==> config.mk <==
export PLATFORM = sky130hd
export DESIGN_NAME = vhi_divider
export DESIGN_NICKNAME = d
export VERILOG_FILES = /design/src/rtl/vhi_divider.sv
export SDC_FILE = /design/constraint.sdc
export NUM_CORES = 1
export LEC_CHECK = 0
export ABC_AREA = 1
export ABC_CLOCK_PERIOD_IN_PS = 4200
export BUFFER_PORTS_ARGS = -buffer_cell sky130_fd_sc_hd__clkbuf_2
export CAP_MARGIN = 10
export CORE_UTILIZATION = 57
export CTS_CLUSTER_SIZE = 20
export DETAILED_ROUTE_END_ITERATION = 10
export PLACE_DENSITY = 0.77
export SYNTH_ARGS = -nofsm -noshare
export SYNTH_HDL_FRONTEND = slang
export SYNTH_SLANG_ARGS = --single-unit
==> constraint.sdc <==
create_clock -name i_clk -period 4.2 [get_ports i_clk]
set_input_delay 0.84 -clock i_clk [delete_from_list [all_inputs] [get_ports i_clk]]
set_output_delay 0.84 -clock i_clk [all_outputs]
set_load 0.01 [all_outputs]
==> src/rtl/vhi_divider.sv <==
// Restoring radix-2 unsigned divider, one quotient bit per cycle.
// Standalone; no package dependency.
`default_nettype none
module vhi_divider #(
    parameter int NUM_W = 48,
    parameter int DEN_W = 32
) (
    input  wire logic             i_clk,
    input  wire logic             i_rst_n,
    input  wire logic             i_start,
    input  wire logic [NUM_W-1:0] i_num,
    input  wire logic [DEN_W-1:0] i_den,
    output      logic             o_done,
    output      logic [NUM_W-1:0] o_quot
);
    localparam int CNT_W = $clog2(NUM_W + 1);

    logic             r_busy, n_busy;
    logic             r_done, n_done;
    logic [CNT_W-1:0] r_cnt, n_cnt;
    logic [DEN_W-1:0] r_rem, n_rem;
    logic [NUM_W-1:0] r_num, n_num;
    logic [DEN_W-1:0] r_den, n_den;
    logic [DEN_W:0]   trial;

    always_comb begin
        n_busy = r_busy;
        n_done = 1'b0;
        n_cnt  = r_cnt;
        n_rem  = r_rem;
        n_num  = r_num;
        n_den  = r_den;
        trial  = {r_rem, r_num[NUM_W-1]};
        if (i_start) begin
            n_busy = 1'b1;
            n_cnt  = '0;
            n_rem  = '0;
            n_num  = i_num;
            n_den  = i_den;
        end else if (r_busy) begin
            // shift in the next dividend bit, subtract where it fits
            if (trial >= {1'b0, r_den}) begin
                n_rem = DEN_W'(trial - {1'b0, r_den});
                n_num = {r_num[NUM_W-2:0], 1'b1};
            end else begin
                n_rem = trial[DEN_W-1:0];
                n_num = {r_num[NUM_W-2:0], 1'b0};
            end
            n_cnt = r_cnt + CNT_W'(1);
            if (r_cnt == CNT_W'(NUM_W - 1)) begin
                n_busy = 1'b0;
                n_done = 1'b1;
            end
        end
    end

    always_ff @(posedge i_clk) begin
        if (!i_rst_n) begin
            r_busy <= 1'b0;
            r_done <= 1'b0;
        end else begin
            r_busy <= n_busy;
            r_done <= n_done;
        end
    end

    always_ff @(posedge i_clk) begin
        r_cnt <= n_cnt;
        r_rem <= n_rem;
        r_num <= n_num;
        r_den <= n_den;
    end

    assign o_done = r_done;
    assign o_quot = r_num;
endmodule
`default_nettype wire

==> implementation parameters <==
Parameter                              Value

Power
  Worst-case vdd ir drop ... 283 uV
  Static Leak ... 4.82 nW
  Areal power density over the cells ... 375 mW/mm^2

Synth
  Post-synth top area cell ... sky130_fd_sc_hd__edfxtp_1
  Top post-synthesis cells by area ... sky130_fd_sc_hd__edfxtp_1 32%, sky130_fd_sc_hd__nand2_1 23%, sky130_fd_sc_hd__dfxtp_1 11%, sky130_fd_sc_hd__inv_1 8.9%, sky130_fd_sc_hd__nand3_1 5.6%
  Most numerous cell types in the synthesized netlist ... 457 x sky130_fd_sc_hd__nand2_1, 177 x sky130_fd_sc_hd__inv_1, 84 x sky130_fd_sc_hd__nand3_1
  Post-synth net total ... 1177
  Part of the Yosys area used for sequential elements ... 0.427
  Number of standard cells after synthesis ... 1060
  Number of flops mapped to enable cells by yosys ... 80
  Async set or reset register ratio after synthesis ... 0
  Top cell type's share of synthesized area ... 0.320
  Count of state elements after synthesis ... 120
  Synth Cell Area ... 0.00750 sq mm
  Most instantiated library cell after synthesis ... sky130_fd_sc_hd__nand2_1
  Top FF cell, synth ... sky130_fd_sc_hd__edfxtp_1
  Mean Syn Cell Area ... 7.07 sq um
  Warnings, synthesis ... 0
  Count of unique library cells instantiated by Yosys ... 37

Clock tree
  Number of buffers created by CTS ... 17
  Worst-skew pair later-pin latency ... 420 ps
  CTS tree ... done
  Root buf cell ... sky130_fd_sc_hd__clkbuf_16
  Count of clock tree sinks ... 120
  Number of buffers inserted to repair setup after CTS ... 0
  Quantity of hold-fixing buffers added after cts ... 0
  Clock tree buffer depth ... 2
  Clock transition at the registers of the reported paths ... 50 ps
  Htree depth ... 4
  Cells resized by post-CTS repair ... 0

Critical path
  Slowest cell on the critical path ... sky130_fd_sc_hd__nor2_4
  Logic depth of the worst register-to-register path ... 13
  Required time of the critical path ... 4530 ps
  R2R Path End ... r_rem[8]$_SDFFE_PP0P_
  Top Family by Delay on Critical Path ... simple AND/OR/NAND/NOR gates
  Most frequent cell on the critical path ... sky130_fd_sc_hd__nand2_1
  Startpoint of the worst register-to-register path ... r_den[29]$_DFFE_PP_
  Signal arrival time at the worst endpoint ... 3200 ps
  Count of cell instances traversed by the critical path ... 13
  Slack of the worst reg-to-reg path ... 1330 ps
  Worst setup EP type ... flip-flop
  Critical path destination ... r_rem[8]$_SDFFE_PP0P_
  Crit path from ... r_den[29]$_DFFE_PP_
  Nature of the critical path startpoint ... flip-flop
  Worst path cell trace ... inv_1, ha_1, nand2_1, inv_1, nand2_1, inv_1, a21oi_1, nand2_1, nor2_4, nand2_4, nand2_1, nand3_1, o21ai_1
  Buffers & Inverters on Critical Path ... 3
  Critical path class ... reg2reg
  Biggest fanout along the worst timing path ... 34
  Delay contributed by the slowest stage of the critical path ... 680 ps

Placement
  Number of instances in the placed design ... 1341
  HPWL after DPL ... 12900 microns
  Buffers added on ports ... 131
  Setup Slack @ Placement ... 1290 ps
  Placer's final routability congestion estimate ... 0.952

Final layout
  Share of cells above drive strength 1 ... 0.156
  Area Growth Syn to Fin ... 18.7%
  Number of antenna repair diodes ... 0
  Layout net count ... 1305
  Count of filler cells inserted in the layout ... 1138
  Non-Filler Instances ... 1373

Route
  Wire length per cell after detailed routing ... 13.1 microns
  Number of violations reported at the end of detailed-routing iteration 0 ... 423
  Via-to-Cell Ratio ... 4.97
  Drt first pass iters ... 5
  Remaining antenna violation count ... 0
  Remaining routing DRC violations ... 0
  Routed wire length ... 17900 microns
  Total via count in the routed design ... 6822

STA
  Remaining max-slew budget at the tightest pin ... 0.263
  Number of slew-limit violations in the final report ... 0
  Least-Margin Pin Slew ... 1100 ps
  Post-route fraction of the period consumed by the critical path ... 0.684
  Highest Clock Rate ... 348 MHz
  Clock period minus worst slack ... 2870 ps
  Hold Violations, Final ... 0
  Total Negative Setup Slacks ... 0 ps
  Clock Skews ... 11.0 ps
  Worst Setup Slack, final ... 1330 ps
  Worst hold margin ... 468 ps
  Endpoints failing setup ... 0
  Setup repair after global routing missed its margin ... no

Floorplanning
  Die Width ... 117 microns
  I/O pin count ... 132
  Area of the die ... 0.0136 sq mm
  Area of the core ... 0.0127 sq mm
  Vertical die dimension ... 117 microns
  Initial Utilization ... 0.589
  Count of standard-cell rows ... 41

Job
  Number of max-capacitance violations reported ... 0

Global routing
  Final global-route overflow total ... 0
  First-pass GRT wire length ... 29700 microns
  Largest net degree at the start of global routing ... 82
  Antenna violations before repair ... 0
  Via count of the first global-routing pass ... 6524
  GRT Overall Usage ... 0.285

Min path
  Hold/Removal Path Class ... reg2reg

Run status
  Outcome ... completed
cell families after synthesis:
family,count (synthesis),synth area share
buf+inv,209,0.111
fa+ha+maj,34,0.0577
xor+xnor,14,0.0164
compound gates,45,0.0332
flops,120,0.427
simple gates,638,0.355
power by group:
group	internal (mW)	switching [mW]	leakage [nW]
Combinational	0.135	0.223	3.39
Sequential	1.35	0.0393	1.13
Clock	1.04	0.540	0.303
Total	2.53	0.803	4.82
how the worst min path moves through the flow:
| stage | slack, ps | cells past startpoint | startpoint | end |
|---|---|---|---|---|
| global placement | 460 | 2 | r_rem[16]$_SDFFE_PP0P_ | r_rem[16]$_SDFFE_PP0P_ |
| detailed placement | 460 | 2 | r_rem[16]$_SDFFE_PP0P_ | r_rem[16]$_SDFFE_PP0P_ |
| CTS | 470 | 2 | r_rem[16]$_SDFFE_PP0P_ | r_rem[16]$_SDFFE_PP0P_ |
| finish | 470 | 2 | r_rem[16]$_SDFFE_PP0P_ | r_rem[16]$_SDFFE_PP0P_ |
| floorplan | 440 | 2 | r_rem[10]$_SDFFE_PP0P_ | r_rem[10]$_SDFFE_PP0P_ |
| global route | 490 | 2 | r_rem[16]$_SDFFE_PP0P_ | r_rem[16]$_SDFFE_PP0P_ |
layout make-up:
type / instances / area (sq um) / area share
multi-input cells: 731 / 3460 / 0.389
flip-flops and latches: 120 / 3200 / 0.360
inverters: 183 / 687 / 0.0772
repair buffers: 135 / 686 / 0.0771
clock buffers: 22 / 474 / 0.0533
well taps: 172 / 215 / 0.0242
clock inverters: 10 / 169 / 0.0190
cell usage in the layout, fill, tap and decap left out, drive strengths merged:
master and n:
a31oi 1, clkinvlp 3, buf 5, clkinv 6, o21bai 3, o21ai 16
nand2 466, a22o 1, a21oi 21, xnor2 13, edfxtp 80, clkbuf 152
nand3 86, nand4 8, and2 4, nor4 1, o211ai 1, nand3b 14
inv 180, ha 33, nor2 53, fa 1, bufinv 4, dfxtp 40
o21a 2, xor2 1, nor3 6
registers in the layout, summed over array words and instances, names as in the netlist:
register	flops
o_quot	48
r_den	32
o_done	1
r_rem	32
r_cnt	6
r_busy	1
worst register-to-register path, cell delays in order, from the launching register on:
cell                       delay (ps)
sky130_fd_sc_hd__edfxtp_1         330
sky130_fd_sc_hd__inv_1             40
sky130_fd_sc_hd__ha_1             350
sky130_fd_sc_hd__nand2_1          130
sky130_fd_sc_hd__inv_1             50
sky130_fd_sc_hd__nand2_1          120
sky130_fd_sc_hd__inv_1             50
sky130_fd_sc_hd__a21oi_1          140
sky130_fd_sc_hd__nand2_1          100
sky130_fd_sc_hd__nor2_4           680
sky130_fd_sc_hd__nand2_4          410
sky130_fd_sc_hd__nand2_1          180
sky130_fd_sc_hd__nand3_1           80
sky130_fd_sc_hd__o21ai_1          130
metal layers:
metal | up-vias | GRT usage | wire length, microns | share of wire
met5 | - | 0 | 0 | 0
met4 | 0 | 0.119 | 437 | 0.024
met3 | 32 | 0.0747 | 1240 | 0.069
met2 | 220 | 0.481 | 8600 | 0.48
met1 | 3025 | 0.344 | 7640 | 0.43
li1 | 3545 | - | - | -
metrics by stage:
| stage | util | instance area (sq um) | total power [mW] |
|---|---|---|---|
| CTS | 0.699 | 8900 | 3.35 |
| global route | 0.699 | 8900 | 3.46 |
| finish | 0.699 | 8900 | 3.33 |
| detailed placement | 0.649 | 8260 | 1.77 |
| global placement | 0.649 | 8260 | 1.77 |
| floorplan | - | 7500 | 1.63 |
(Power assumes the default switching activity.)
